[src/rtl/core/tape_machine_instruction_step_macros.svh]
// Assertion macros for the tape machine instruction step block.
`ifndef TAPE_MACHINE_INSTRUCTION_STEP_MACROS_SVH
`define TAPE_MACHINE_INSTRUCTION_STEP_MACROS_SVH

// Check a same-cycle implication on clk, disabled during rst.
`define TMIS_ASSERT_NOW(label, ante, cons, msg) \
  label: assert property (@(posedge clk) disable iff (rst) (ante) |-> (cons)) \
    else $error(msg);

// Check an implication in the following cycle on clk, disabled during rst.
`define TMIS_ASSERT_NEXT(label, ante, cons, msg) \
  label: assert property (@(posedge clk) disable iff (rst) (ante) |=> (cons)) \
    else $error(msg);

`endif

[src/rtl/core/tmis_pkg.sv]
// Shared types, opcodes, status codes and defaults for the tape machine step block.
`default_nettype none

package tmis_pkg;

  localparam int DEF_TAPE_CELLS  = 1024;
  localparam int DEF_STACK_DEPTH = 128;
  localparam int DEF_ADDR_BITS   = 16;

  localparam int FIELD_ADDR_W = 16;
  localparam logic [16:0] RUN_LEN  = 17'd5;
  localparam logic [15:0] SKIP_MAX = 16'hFFFF;

  localparam logic [4:0] OP_PTR_INC   = 5'd0;
  localparam logic [4:0] OP_PTR_DEC   = 5'd1;
  localparam logic [4:0] OP_VAL_INC   = 5'd2;
  localparam logic [4:0] OP_VAL_DEC   = 5'd3;
  localparam logic [4:0] OP_PTR_ADD_N = 5'd4;
  localparam logic [4:0] OP_PTR_SUB_N = 5'd5;
  localparam logic [4:0] OP_VAL_ADD_N = 5'd6;
  localparam logic [4:0] OP_VAL_SUB_N = 5'd7;
  localparam logic [4:0] OP_ZERO      = 5'd8;
  localparam logic [4:0] OP_ONE       = 5'd9;
  localparam logic [4:0] OP_OUT       = 5'd10;
  localparam logic [4:0] OP_IN        = 5'd11;
  localparam logic [4:0] OP_OPEN      = 5'd12;
  localparam logic [4:0] OP_CLOSE     = 5'd13;
  localparam logic [4:0] OP_JZ        = 5'd14;
  localparam logic [4:0] OP_JNZ       = 5'd15;
  localparam logic [4:0] OP_END       = 5'd16;

  localparam logic [2:0] ST_OK        = 3'd0;
  localparam logic [2:0] ST_DATA_OVF  = 3'd1;
  localparam logic [2:0] ST_DATA_UNF  = 3'd2;
  localparam logic [2:0] ST_STK_OVF   = 3'd3;
  localparam logic [2:0] ST_STK_UNF   = 3'd4;
  localparam logic [2:0] ST_END       = 3'd5;
  localparam logic [2:0] ST_PAST_END  = 3'd6;

  typedef struct packed {
    logic [4:0]  opcode;
    logic [15:0] operand;
    logic [15:0] instr_addr;
    logic [7:0]  in_byte;
  } item_t;

  typedef struct packed {
    logic [15:0] next_addr;
    logic        out_valid;
    logic [7:0]  out_byte;
    logic [2:0]  status;
  } result_t;

  typedef struct packed {
    logic rd;
    logic wr;
  } mem_op_t;

endpackage

`default_nettype wire

[src/rtl/core/tmis_stack.sv]
// Return stack memory: registered read of the top entry with push forwarding.
`default_nettype none

module tmis_stack import tmis_pkg::*; #(
  parameter int STACK_DEPTH = DEF_STACK_DEPTH,
  localparam int SW = $clog2(STACK_DEPTH)
) (
  input  wire logic                    clk,
  input  wire logic                    rst,
  input  wire mem_op_t                 op,
  input  wire logic [SW-1:0]           rd_addr,
  input  wire logic [SW-1:0]           wr_addr,
  input  wire logic [FIELD_ADDR_W-1:0] wr_data,
  output logic [FIELD_ADDR_W-1:0]      rd_data
);

  logic [FIELD_ADDR_W-1:0] mem [STACK_DEPTH];
  logic [FIELD_ADDR_W-1:0] rd_q;
  logic                    fwd;
  logic [FIELD_ADDR_W-1:0] fwd_data;

  always_ff @(posedge clk) begin
    if (op.wr) begin
      mem[wr_addr] <= wr_data;
    end
    if (op.rd) begin
      rd_q <= mem[rd_addr];
    end
  end

  always_ff @(posedge clk) begin
    if (rst) begin
      fwd <= 1'b0;
    end else if (op.rd) begin
      fwd <= op.wr && (wr_addr == rd_addr);
    end
    if (op.rd) begin
      fwd_data <= wr_data;
    end
  end

  assign rd_data = fwd ? fwd_data : rd_q;

endmodule

`default_nettype wire

[config.mk]
export PLATFORM = sky130hd
export DESIGN_NAME = tmis_stack
export DESIGN_NICKNAME = d
export VERILOG_FILES = /design/src/rtl/core/tape_machine_instruction_step_macros.svh /design/src/rtl/core/tmis_pkg.sv /design/src/rtl/core/tmis_stack.sv
export SDC_FILE = /design/constraint.sdc
export NUM_CORES = 2
export LEC_CHECK = 0
export BUFFER_PORTS_ARGS = -buffer_cell sky130_fd_sc_hd__buf_2
export CORE_AREA = 2 2 424 426
export CTS_CLUSTER_SIZE = 24
export DETAILED_ROUTE_END_ITERATION = 12
export DIE_AREA = 0 0 426 428
export PLACE_DENSITY = 0.65
export SYNTH_ARGS = -nofsm -noshare
export SYNTH_HDL_FRONTEND = slang
export SYNTH_SLANG_ARGS = --single-unit
[constraint.sdc]
create_clock -name clk -period 3.35 [get_ports clk]
set_clock_uncertainty 0.05 [all_clocks]
set_input_delay 0.67 -clock clk [delete_from_list [all_inputs] [get_ports clk]]
set_output_delay 0.67 -clock clk [all_outputs]
set_load 0.1 [all_outputs]
# Word level (Yosys, flattened, before mapping)
# Memory sizes are Yosys's and may differ from the RTL's. A register that Yosys moved wholly into a read port is not among the register bits.
# Cells that the tools add are included.
word_totals:
  reg_bits: 17
  wordCells: 8
  ramBits: 2048
  out_inout_bits: 16
  memories: 1
classes:
  muxes: 3
  reduce_logical: 1
  eq_ne: 1
mem_list:
  columns: ["memory", "words", "width", "rd", "rd_clocked_by_memory_dff", "wr", "line", "rtl"]
  rows:
  - ["mem", 128, 16, 1, 1, 1, "tmis_stack.sv:17", "logic [FIELD_ADDR_W-1:0] mem [STACK_DEPTH];"]
ops:
  columns: ["operator", "n"]
  rows:
  - ["$mux W16", 1]
  - ["$eq A7 B7 Y1", 1]
  - ["$mux W1", 2]
  - ["$logic_and A1 B1 Y1", 1]

# Depth between registers and ports, before layout
depth:
  word_depth: 2
  depth_mapped: 7
  mapped_depth_nobuf: 4

# Least setup slack after synthesis
# OpenSTA, ideal clock, no wires.
synth_path:
  path_type: "input port to flip-flop"
  from: "input rd_addr[2]"
  to: "register rd_q[10], read port of mem (data pin)"
  t_required_ns: 3.040
  t_arrival_ns: 3.065
  cell_stages: 7
  setup_slack_ns: -0.025
  cell_sequence: "clkbuf_1 > clkbuf_1 > clkbuf_1 > mux4_2 > mux4_2 > mux4_2 > mux2_2"
synth_rtl:
  columns: ["element", "line", "rtl"]
  rows:
  - ["from (decl)", "tmis_stack.sv:11", "input wire logic [SW-1:0] rd_addr,"]
  - ["to (decl)", "tmis_stack.sv:18", "logic [FIELD_ADDR_W-1:0] rd_q;"]

# Final worst setup path
layout_path:
  from: "register fwd"
  to: "output rd_data[9]"
layout_between:
  elab_chain_len: 1
layout_lines:
  columns: ["element", "line", "rtl"]
  rows:
  - ["from (decl)", "tmis_stack.sv:19", "logic fwd;"]
  - ["from (signal assigned)", "tmis_stack.sv:35", "fwd <= op.wr && (wr_addr == rd_addr);"]
  - ["$mux W16", "tmis_stack.sv:42", "assign rd_data = fwd ? fwd_data : rd_q;"]
  - ["to (decl)", "tmis_stack.sv:14", "output logic [FIELD_ADDR_W-1:0] rd_data"]
# No other way between the ends.

==> qor.yml <==
run_status:
  status: "finished clean"
timing:
  hold_viol_final: 0
  rsz0062_at_grt: "no"
  fin_hold_ws_ns: 0.268
  fin_setup_tns_ns: 0
  period_needed_ns: 2.96
  report.final.slew_viol_count: 0
  worst_pin_slew_ns: 1.10
  fmax_mhz: 338
  fin_crit_sh_pct: 88.3
  max_slew_margin_pct: 26.6
  setup_viol: 0
logic_synthesis:
  ys.flop_type: "edfxtp_1"
  synth_fp_nets: 3172
  yosys-top-cells-count: "edfxtp_1 (2080), mux4_2 (672), nor2_1 (122), clkbuf_1 (99), buf_2 (53)"
  synthArstFlopShare_pct: 0
  yosysMostFrequentCell: "edfxtp_1"
  netlist_area_um2: 79500
  ys_ff_latch: 2081
  avgSynthCellArea_um2: 25.3
  yosysUniqueCellTypes: 21
  synth.area.top_cells: "edfxtp_1 (79%), mux4_2 (19%), nor2_1 (0.58%)"
  synth_edf_count: 2080
  ys.warnings.count: 0
  yosysTopAreaCellShare_pct: 78.6
  syn_inst: 3138
  synth_seq_area_share_pct: 78.6
  synth_area_leader_cell: "edfxtp_1"
grt:
  track_usage_pct: 21.6
  grt_max_degree: 98
  grt_pass1_vias: 36500
  gr-total-overflow: 0
  grt_first_pass_wirelength_um: 277000
  antenna_found_initial: 19
cts:
  clk_pin_slew_ns: 0.06
  cts_buffers: 204
  cts.path.max_buffers: 3
  cts_hold_buf: 1
  worstSkewPairLatency_ns: 0.84
  clock_sink_count: 2081
  h-tree-depth: 4
  cts_tree: "done"
  post-cts-setup-buffer-count: 0
  cts_resized: 0
  clockRootBuffer: "clkbuf_16"
floorplan:
  dieWidth_um: 426
  die_h_um: 428
  initial_core_util_pct: 44.7
  rows: 155
  io_pins: 50
  design.die.area_um2: 182000
  core_um2: 178000
place:
  gp_congestion: 0.811
  port_buffers: 49
  dpl.hpwl_um: 116000
cells_and_area:
  nets: 3587
  layout-drive-gt1-share_pct: 37.8
  fill_cells: 13500
  area_growth_pct: 15.8
setup_path:
  worstSetupStartpointType: "register"
  path_max_fanout: 16
  path_class: "register to output port"
  cp.arrival_ns: 2.24
  setup.worst_path.end_class: "output port"
  cp.required_ns: 2.63
route:
  drt-pass1-iter-count: 5
  wl_um: 196000
  antenna_left: 0
  drt-initial-drc-count: 4886
  avgRoutedWirePerCell_um: 32.2
  vias_per_cell: 5.98
  drc: 0
  num_vias: 36400
pwr:
  combPwrFrac_pct: 5.7
  power.internal_mw: 42.4
  power.switching_mw: 11.4
  p_clk_share_pct: 40.7
  switching_share_pct: 21.3
  p_leak_nw: 28.6
  ir_worst_vdd_mv: 0.577
  seq_power_share_pct: 53.6
  power_density_nw_per_um2: 585
worst_hold_path:
  hold_class: "input port to register"
flow_run:
  maxCapViolCount: 0
## cell usage in the layout, fill, tap and decap left out, drive strengths merged
| cell type | synthesis | final |
|---|---|---|
| mux2 | 32 | 32 |
| buf | 72 | 379 |
| dfxtp | 1 | 1 |
| clkbuf | 99 | 253 |
| clkinvlp | 0 | 7 |
| inv | 0 | 4 |
| edfxtp | 2080 | 2080 |
| nand4 | 3 | 3 |
| nor3 | 9 | 9 |
| a21oi | 1 | 1 |
| nand2b | 3 | 3 |
| nor4 | 1 | 1 |
| nor2b | 7 | 7 |
| xor2 | 4 | 4 |
| mux4 | 672 | 672 |
| diode | 0 | 7 |
| dlygate4sd3 | 0 | 1 |
| or3 | 1 | 1 |
| and4 | 1 | 1 |
| bufinv | 0 | 13 |
| nand2 | 14 | 14 |
| nor2 | 122 | 122 |
| nand3 | 13 | 13 |
| xnor2 | 3 | 3 |
| clkinv | 0 | 100 |
## worst paths after layout
check | slack [ns] | endpoint | start | cells after the start
setup / recovery | 0.39 | rd_data[9] | fwd | 3
hold / removal | 0.27 | mem[39][15] | wr_data[15] | 1
setup reg to reg | 0.64 | rd_q[11] | mem[85][11] | 4
hold reg to reg | 0.42 | fwd | fwd | 2
## area by class of cell
class	instances	area (um^2)	area share [%]
clock buffer	253	5370	5.84
sequential	2081	62500	67.9
tap	2355	2950	3.20
timing repair buffer	380	3720	4.05
multi-input combinational	886	16500	17.9
clock inverter	124	1010	1.10
antenna	7	17.5	0.0190
## registers in the layout, summed over array words and instances, names as in the netlist
name,flops
fwd_data,16
fwd,1
rd_q,16
mem,2048
## power groups by stage
stage / clock network [mW] / registers (mW) / logic [mW]
finish: 21.9 / 28.9 / 3.06
global route: 23.2 / 28.8 / 3.19
CTS: 22.3 / 28.9 / 3.09
detailed placement: 0 / 29.4 / 3.08
global placement: 0 / 29.4 / 3.04
floorplan: 0 / 29.4 / 1.61
## per-layer routing
metal  part of all wire (%)  vias to the layer above  global-route usage, %
met4                    3.0                        0                   6.92
met5                      0                        -                      0
li1                       -                    14500                      -
met3                    7.5                      288                   3.75
met1                     41                    20100                   30.9
met2                     49                     1545                   34.3
## critical path, stage by stage, from the launching register on
cell and delay, ns:
dfxtp_1 0.32, buf_4 0.29, mux2_2 0.45, buf_2 0.32
## logic make-up (layout without fill, tap and decap cells)
family / after synthesis / count (layout) / synth area share [%]
compound gates: 1 / 1 / 0.00629
xor+xnor: 7 / 7 / 0.0771
buf+inv: 171 / 757 / 0.900
flops: 2081 / 2081 / 78.6
mux: 704 / 704 / 19.5
other cells: 0 / 7 / 0
simple gates: 174 / 174 / 0.910
## metrics by stage
stage | setup WS, ns | cell area, um^2 | total power, mW | instances | utilization (%)
after floorplan | 0.0253 | 79500 | 31.0 | 3138 | -
after global placement | -0.400 | 85600 | 32.4 | 5701 | 48.2
after detailed placement | -0.412 | 85600 | 32.5 | 5701 | 48.2
after CTS | 0.337 | 92000 | 54.2 | 6079 | 51.8
after global routing | 0.319 | 92000 | 55.3 | 6082 | 51.8
final | 0.391 | 92000 | 53.8 | 6086 | 51.8
Power figures use the tool's default switching activity.
