## src/rtl/core/tape_machine_instruction_step_macros.svh

```systemverilog
// Assertion macros for the tape machine instruction step block.
`ifndef TAPE_MACHINE_INSTRUCTION_STEP_MACROS_SVH
`define TAPE_MACHINE_INSTRUCTION_STEP_MACROS_SVH

// Check a same-cycle implication on clk, disabled during rst.
`define TMIS_ASSERT_NOW(label, ante, cons, msg) \
  label: assert property (@(posedge clk) disable iff (rst) (ante) |-> (cons)) \
    else $error(msg);

// Check an implication in the following cycle on clk, disabled during rst.
`define TMIS_ASSERT_NEXT(label, ante, cons, msg) \
  label: assert property (@(posedge clk) disable iff (rst) (ante) |=> (cons)) \
    else $error(msg);

`endif

```

## src/rtl/core/tmis_pkg.sv

```systemverilog
// Shared types, opcodes, status codes and defaults for the tape machine step block.
`default_nettype none

package tmis_pkg;

  localparam int DEF_TAPE_CELLS  = 1024;
  localparam int DEF_STACK_DEPTH = 128;
  localparam int DEF_ADDR_BITS   = 16;

  localparam int FIELD_ADDR_W = 16;
  localparam logic [16:0] RUN_LEN  = 17'd5;
  localparam logic [15:0] SKIP_MAX = 16'hFFFF;

  localparam logic [4:0] OP_PTR_INC   = 5'd0;
  localparam logic [4:0] OP_PTR_DEC   = 5'd1;
  localparam logic [4:0] OP_VAL_INC   = 5'd2;
  localparam logic [4:0] OP_VAL_DEC   = 5'd3;
  localparam logic [4:0] OP_PTR_ADD_N = 5'd4;
  localparam logic [4:0] OP_PTR_SUB_N = 5'd5;
  localparam logic [4:0] OP_VAL_ADD_N = 5'd6;
  localparam logic [4:0] OP_VAL_SUB_N = 5'd7;
  localparam logic [4:0] OP_ZERO      = 5'd8;
  localparam logic [4:0] OP_ONE       = 5'd9;
  localparam logic [4:0] OP_OUT       = 5'd10;
  localparam logic [4:0] OP_IN        = 5'd11;
  localparam logic [4:0] OP_OPEN      = 5'd12;
  localparam logic [4:0] OP_CLOSE     = 5'd13;
  localparam logic [4:0] OP_JZ        = 5'd14;
  localparam logic [4:0] OP_JNZ       = 5'd15;
  localparam logic [4:0] OP_END       = 5'd16;

  localparam logic [2:0] ST_OK        = 3'd0;
  localparam logic [2:0] ST_DATA_OVF  = 3'd1;
  localparam logic [2:0] ST_DATA_UNF  = 3'd2;
  localparam logic [2:0] ST_STK_OVF   = 3'd3;
  localparam logic [2:0] ST_STK_UNF   = 3'd4;
  localparam logic [2:0] ST_END       = 3'd5;
  localparam logic [2:0] ST_PAST_END  = 3'd6;

  typedef struct packed {
    logic [4:0]  opcode;
    logic [15:0] operand;
    logic [15:0] instr_addr;
    logic [7:0]  in_byte;
  } item_t;

  typedef struct packed {
    logic [15:0] next_addr;
    logic        out_valid;
    logic [7:0]  out_byte;
    logic [2:0]  status;
  } result_t;

  typedef struct packed {
    logic rd;
    logic wr;
  } mem_op_t;

endpackage

`default_nettype wire

```

## src/rtl/core/tmis_exec.sv

```systemverilog
// Execute stage: instruction decode, machine state registers and memory requests.
`default_nettype none

module tmis_exec import tmis_pkg::*; #(
  parameter int TAPE_CELLS  = DEF_TAPE_CELLS,
  parameter int STACK_DEPTH = DEF_STACK_DEPTH,
  parameter int ADDR_BITS   = DEF_ADDR_BITS,
  localparam int DW = $clog2(TAPE_CELLS),
  localparam int SW = $clog2(STACK_DEPTH)
) (
  input  wire logic                    clk,
  input  wire logic                    rst,
  input  wire logic                    cfg_wr_en,
  input  wire logic [15:0]             cfg_wr_data,
  input  wire logic                    accept,
  input  wire logic                    fire,
  input  wire item_t                   item,
  input  wire logic [7:0]              cur_cell,
  input  wire logic [FIELD_ADDR_W-1:0] top,
  output result_t                      res,
  output logic [2:0]                   err,
  output mem_op_t                      tape_op,
  output logic [DW-1:0]                tape_rd_addr,
  output logic [DW-1:0]                tape_wr_addr,
  output logic [7:0]                   tape_wr_data,
  output mem_op_t                      stk_op,
  output logic [SW-1:0]                stk_rd_addr,
  output logic [SW-1:0]                stk_wr_addr,
  output logic [FIELD_ADDR_W-1:0]      stk_wr_data
);

  localparam int AW = (ADDR_BITS < FIELD_ADDR_W) ? ADDR_BITS : FIELD_ADDR_W;
  localparam logic [15:0] AMASK = 16'((32'd1 << AW) - 32'd1);
  localparam int WS = ((DW > 16) ? DW : 16) + 1;

  logic [DW-1:0] dp, dp_next;
  logic [SW:0]   sp, sp_next, rd_sp;
  logic [15:0]   skip, skip_next;
  logic [15:0]   prog_len;
  logic [15:0]   addr_m;
  logic [16:0]   nxt;
  logic [2:0]    status;
  logic          act;
  logic          upd;
  logic          t_wr;
  logic          s_wr;
  logic          ov;
  logic [WS-1:0] sum_up;

  always_comb begin
    act          = (skip == 16'd0);
    addr_m       = item.instr_addr & AMASK;
    nxt          = {1'b0, addr_m} + 17'd1;
    status       = ST_OK;
    ov           = 1'b0;
    dp_next      = dp;
    sp_next      = sp;
    skip_next    = skip;
    t_wr         = 1'b0;
    s_wr         = 1'b0;
    tape_wr_data = cur_cell;
    sum_up       = WS'(dp) + WS'(item.operand);
    unique case (item.opcode)
      OP_PTR_INC: begin
        if (act) begin
          if (dp == DW'(TAPE_CELLS - 1)) status = ST_DATA_OVF;
          else dp_next = dp + 1'b1;
        end
      end
      OP_PTR_DEC: begin
        if (act) begin
          if (dp == '0) status = ST_DATA_UNF;
          else dp_next = dp - 1'b1;
        end
      end
      OP_VAL_INC: begin
        t_wr = act;
        tape_wr_data = cur_cell + 8'd1;
      end
      OP_VAL_DEC: begin
        t_wr = act;
        tape_wr_data = cur_cell - 8'd1;
      end
      OP_PTR_ADD_N: begin
        nxt = {1'b0, addr_m} + RUN_LEN;
        if (act) begin
          if (sum_up >= WS'(TAPE_CELLS)) status = ST_DATA_OVF;
          else dp_next = DW'(sum_up);
        end
      end
      OP_PTR_SUB_N: begin
        nxt = {1'b0, addr_m} + RUN_LEN;
        if (act) begin
          if (WS'(item.operand) > WS'(dp)) status = ST_DATA_UNF;
          else dp_next = dp - DW'(item.operand);
        end
      end
      OP_VAL_ADD_N: begin
        nxt = {1'b0, addr_m} + RUN_LEN;
        t_wr = act;
        tape_wr_data = cur_cell + item.operand[7:0];
      end
      OP_VAL_SUB_N: begin
        nxt = {1'b0, addr_m} + RUN_LEN;
        t_wr = act;
        tape_wr_data = cur_cell - item.operand[7:0];
      end
      OP_ZERO: begin
        t_wr = act;
        tape_wr_data = 8'd0;
      end
      OP_ONE: begin
        t_wr = act;
        tape_wr_data = 8'd1;
      end
      OP_OUT: begin
        ov = act;
      end
      OP_IN: begin
        t_wr = act;
        tape_wr_data = item.in_byte;
      end
      OP_OPEN: begin
        if (!act) begin
          if (skip != SKIP_MAX) skip_next = skip + 16'd1;
        end else if (cur_cell == 8'd0) begin
          skip_next = 16'd1;
        end else if (sp == (SW + 1)'(STACK_DEPTH)) begin
          status = ST_STK_OVF;
        end else begin
          s_wr    = 1'b1;
          sp_next = sp + 1'b1;
        end
      end
      OP_CLOSE: begin
        if (!act) begin
          skip_next = skip - 16'd1;
        end else if (sp == '0) begin
          status = ST_STK_UNF;
        end else if (cur_cell != 8'd0) begin
          nxt = {1'b0, top} + 17'd1;
        end else begin
          sp_next = sp - 1'b1;
        end
      end
      OP_JZ: begin
        nxt = {1'b0, addr_m} + RUN_LEN;
        if (act && cur_cell == 8'd0) nxt = {1'b0, item.operand} + 17'd1;
      end
      OP_JNZ: begin
        nxt = {1'b0, addr_m} + RUN_LEN;
        if (act && cur_cell != 8'd0) nxt = {1'b0, item.operand};
      end
      OP_END: begin
        status = ST_END;
      end
      default: ;
    endcase
    if (status == ST_OK && nxt >= {1'b0, prog_len}) status = ST_PAST_END;
  end

  always_comb begin
    if (err != ST_OK) begin
      res.next_addr = addr_m;
      res.out_valid = 1'b0;
      res.out_byte  = 8'd0;
      res.status    = err;
    end else begin
      res.next_addr = nxt[15:0] & AMASK;
      res.out_valid = ov;
      res.out_byte  = ov ? cur_cell : 8'd0;
      res.status    = status;
    end
  end

  assign upd          = fire && (err == ST_OK);
  assign rd_sp        = upd ? sp_next : sp;
  assign tape_op.rd   = accept;
  assign tape_op.wr   = upd && t_wr;
  assign tape_rd_addr = upd ? dp_next : dp;
  assign tape_wr_addr = dp;
  assign stk_op.rd    = accept && (rd_sp != '0);
  assign stk_op.wr    = upd && s_wr;
  assign stk_rd_addr  = SW'(rd_sp - 1'b1);
  assign stk_wr_addr  = sp[SW-1:0];
  assign stk_wr_data  = addr_m;

  always_ff @(posedge clk) begin
    if (rst) begin
      dp       <= '0;
      sp       <= '0;
      skip     <= '0;
      err      <= ST_OK;
      prog_len <= '0;
    end else begin
      if (cfg_wr_en) prog_len <= cfg_wr_data;
      if (upd) begin
        dp   <= dp_next;
        sp   <= sp_next;
        skip <= skip_next;
        if (status != ST_OK) err <= status;
      end
    end
  end

endmodule

`default_nettype wire
```

## config.mk

```make
export PLATFORM = sky130hd
export DESIGN_NAME = tmis_exec
export DESIGN_NICKNAME = d
export VERILOG_FILES = /design/src/rtl/core/tape_machine_instruction_step_macros.svh /design/src/rtl/core/tmis_pkg.sv /design/src/rtl/core/tmis_exec.sv
export SDC_FILE = /design/constraint.sdc
export NUM_CORES = 1
export LEC_CHECK = 0
export ABC_AREA = 0
export BUFFER_PORTS_ARGS = -buffer_cell sky130_fd_sc_hd__buf_2
export CAP_MARGIN = 20
export CORE_UTILIZATION = 58
export DETAILED_ROUTE_END_ITERATION = 8
export HOLD_SLACK_MARGIN = 0.08
export PLACE_DENSITY = 0.9
export SKIP_LAST_GASP = 1
export SYNTH_ARGS = -nofsm -noshare
export SYNTH_HDL_FRONTEND = slang
export SYNTH_SLANG_ARGS = --single-unit
```

## constraint.sdc

```tcl
create_clock -name clk -period 5.7 [get_ports clk]
set_clock_uncertainty 0.15 [all_clocks]
set_input_delay 0.57 -clock clk [delete_from_list [all_inputs] [get_ports clk]]
set_output_delay 0.57 -clock clk [all_outputs]
set_load 0.1 [all_outputs]
```

* After elaboration in Yosys (flattened, before gate mapping)
Cells that the tools add are included.
Operators by class: magnitude comparators 3, equality and inequality tests 22, muxes and demuxes 53, $add $sub $neg 17, reductions and logical operators 23
Operators with widths (count):
- $mux 10 | 9
- $mux 17 | 5
- $pmux 17 s4 | 1
- $mux 16 | 4
- $mux 8 | 8
- $pmux 8 s7 | 1
- $add 16x1->17 const B | 3
- $eq 5x4->1 const B | 8
- $pmux 10 s4 | 1
- $pmux 16 s2 | 1
- $mux 28 | 1
- $pmux 3 s7 | 1
- $eq 5x3->1 const B | 4
- $add 10x16->17 | 1
- $add 16x3->17 const B | 1
- $ge 17x11->1 const B | 1
- $ge 17x16->1 | 1
- $add 16x1->16 const B | 1
- $add 8x1->8 const B | 2
- $gt 16x10->1 | 1
- $logic_not 16->1 | 1
- $logic_not 8->1 | 2
- $ne 16x16->1 const B | 1
- $pmux 8 s2 | 1
- other kinds (29) | 58
Word-level totals: input port bits 90, output and inout port bits 93, bits in registers 53, logic and storage cells 123

* Depth between registers and ports, before layout
word-level depth 10, mapped depth 23

* Least setup slack after synthesis
No wires, ideal clock.
path kind reg2out, start reg skip[7], end out res[10] in the netlist's numbering, cell stages (with the launch flop) 10, path slack -0.933 ns, arrival 5.913 ns, path through dfxtp_1 -> buf_6 -> nor4_4 -> and4b_1 -> buf_4 -> nand2_1 -> clkbuf_1 -> clkbuf_1 -> nor4_1 -> and2_1
RTL lines:
- start, declared | line tmis_exec.sv:38 | logic [15:0] skip, skip_next;
- start signal, assigned | line tmis_exec.sv:200 | skip <= skip_next;
- end, declared | line tmis_exec.sv:20 | output result_t res,

==> impl_metrics.tcl <==
set metrics [dict create \
    num_vias 10950 \
    r2r_cells 23 \
    switching_share_pct 52.02 \
    portBuffers 182 \
    r2r_slack_ns 0.87 \
    numCtsBuffers 5 \
    worst_r2r_endpoint "err[2]$_SDFFE_PP0P_" \
    whs_path_depth 3 \
    worstHoldEndpoint "prog_len[11]$_SDFFE_PP0P_" \
    syn_area_sq_um 8825 \
    pre_cts_ws_ns -0.2639 \
    synth_area_leaders "dfxtp_1 (12%), ha_1 (9.2%), nor2_1 (6.2%), nand2_1 (5.7%), xnor2_1 (5.4%)" \
    cts_tree "done" \
    antenna_found_initial 6 \
    slew_headroom_pct 44.36 \
    dr.pass1.iters 8 \
    drt-initial-drc-count 1345 \
    grt_max_degree 39 \
    yosys_register_bits 53 \
    cts.sinks 53 \
    drc_errors 7 \
    postRouteAntennaNets 0 \
    drv_cap 0 \
    cellPowerDensity_nw_per_um2 157.9 \
    hold_violations 0 \
    power_frac_seq_pct 23.4 \
    dp.final_hpwl_um 24820 \
    grt_pass1_wl_um 50720 \
    die_y_um 125.4 \
    regArea_sq_um 1064 \
    finalNonFillerCells 1667 \
    yosysTopAreaCell "dfxtp_1" \
    rsz0062_at_grt "true" \
    synth_edf_count 0 \
    startpoint_type "flop" \
    synth_top_area_share_pct 12.02 \
    syn-num-nets 1447 \
    die-width_um 125.4 \
    reg2reg_from "skip[0]$_SDFFE_PP0P_" \
    area.growth.synth_to_final_pct 20.05 \
    worstPathArrival_ns 4.97 \
    syn_area_per_cell_sq_um 6.846 \
    fmax_mhz 175.7 \
    hold_ws_ns 0.3366 \
    fin_crit_sh_pct 99.86 \
    die_area_sq_um 15710 \
    cts_buffer_depth 2 \
    gp_congestion 1.009 \
    violations "DRC" \
    clock_latency_ns 0.32 \
    status "finished with violations" \
    wl_per_cell_um 19.42 \
    fin_setup_tns_ns 0 \
    synth-async-reset-ratio_pct 0 \
    synth.most_common_cell "nor2_1" \
    setup_viol 0 \
    dp.cells 1645 \
    leakagePower_nw 4.788 \
    min_from "cfg_wr_data[11]" \
    p_switching_mw 0.8701 \
    start_util_pct 60.04 \
    internal_power_mw 0.8024 \
    fin_util_pct 72.07 \
    ios 183 \
    worst_slack_ns 0.008125 \
    fin_crit_ns 5.692 \
    stdcell_area_sq_um 10590 \
    cp-end-kind "output pin" \
    num_rows 44 \
    crit_type "flop to output pin" \
    total_power_mw 1.672 \
    worstPathRequired_ns 4.98 \
    yosys_most_used_dff "dfxtp_1" \
    netlist_instances 1289 \
    postPlaceCellArea_sq_um 10200 \
    ys_seq_area_share_pct 12.02 \
    cts_max_level 2 \
    core_sq_um 14700 \
    grt_pass1_vias 10009 \
    vdd_ir_drop_max_uv 273.4 \
    clk_pin_slew_ns 0.08 \
    fillers 1223 \
    cp_max_fo 9 \
    viasPerCell 6.569 \
    synth.distinct_cells 90 \
    track_usage_pct 39.77 \
    layout-drive-gt1-share_pct 24.42 \
    hold_path_class "primary input to flop" \
    gr-total-overflow 0 \
    crit_path_start "skip[0]$_SDFFE_PP0P_" \
    drv_slew 0 \
    multi_input_area_sq_um 7197 \
    tightest_slew_ns 0.8346 \
    wl_um 32370 \
    nets 1635 \
    root_buffer "clkbuf_16" \
    clkPwrFrac_pct 19.8 \
    synthTopCellsByCount "nor2_1 (146), nand2_1 (133), o21ai_0 (70)" \
    p_comb_share_pct 56.7 \
    ys.warnings.count 0 \
]
## critical path, stage by stage (launching register included)
cell and delay [ns]:
dfxtp_2 0.34, inv_2 0.08, ha_4 0.13, or4b_4 0.49, nor2_1 0.19, nand2_1 0.14, buf_4 0.17, nor3_4 0.39
a22oi_1 0.13, nand4_1 0.15, nor2_1 0.07, o21ai_0 0.18, ha_1 0.28, o21a_1 0.12, o21ai_0 0.27, a21oi_2 0.08
a2111oi_2 0.22, buf_4 0.17, nor4_2 0.03, a2111o_1 0.30, a41oi_2 0.23, o31ai_2 0.10, o21a_1 0.18, buf_12 0.18
## layout make-up
type / instances / area share (%)
Antenna cell: 5 / 0.1181
Timing Repair Buffer: 285 / 16.19
Sequential cell: 53 / 10.04
Clock buffer: 5 / 1.181
Multi-Input combinational cell: 1073 / 67.93
Tap cell: 184 / 2.173
Clock inverter: 3 / 0.2716
Inverter: 59 / 2.090
## worst max path at each step
stage | slack, ns | depth (start not counted) | end
global placement | -0.10 | 23 | res[1]
global route | -0.18 | 23 | res[1]
finish | 0.008 | 23 | res[1]
floorplan | -0.01 | 12 | tape_rd_addr[7]
CTS | 0.03 | 23 | res[1]
detailed placement | -0.26 | 23 | res[1]
## repair_timing
item,CTS,global route
gates resized for setup,23,15
pin swaps,10,5
buffers inserted,3,5
endpoints found under the hold margin,0,0
endpoints found under the setup margin,2,3
hold buffers,0,0
## placed cells by master (no fill, tap or decap), types with 15 or more instances in the layout
master    count
buf_2       181
o211ai_1     15
xor2_1       31
a21oi_1      65
nand4_1      34
a22oi_1      21
dfxtp_1      51
and3_1       20
a21o_1       17
and2_1       22
nor3_1       42
nor2b_1      15
a31oi_1      18
mux2i_1      22
nand2_1     133
inv_1        56
nand3_1      54
xnor2_1      52
nand2b_1     21
ha_1         64
buf_4       101
o21ai_0      69
nor2_1      144
## registers in the layout, indices dropped and copies added, names as in the netlist
name and flops:
sp 8, prog_len 16, err 3, tape_wr_addr 10
skip 16
## cell families after synthesis
| family | share of synthesized area (%) |
|---|---|
| flops | 12.02 |
| buf+inv | 8.365 |
| xor+xnor | 8.436 |
| mux | 3.516 |
| simple gates | 32.26 |
| compound gates | 25.39 |
| fa+ha+maj | 10.01 |
## layer usage
metal / track usage [%] / share of wire (%) / wire length, um / vias up
li1: - / - / - / 5011
met1: 47.89 / 39 / 12540 / 5033
met2: 66.64 / 46 / 14950 / 756
met3: 6.932 / 9.5 / 3069 / 148
met4: 23.17 / 5.6 / 1808 / 2
met5: 0 / 0.031 / 10 / -
## power by group through the flow
stage	logic (mW)	clock network [mW]	registers, mW
detailed placement	0.887	0	0.400
finish	0.949	0.331	0.392
floorplan	0.669	0	0.422
global placement	0.876	0	0.399
global route	0.988	0.348	0.393
CTS	0.909	0.336	0.391
Power figures use the tool's default switching activity.
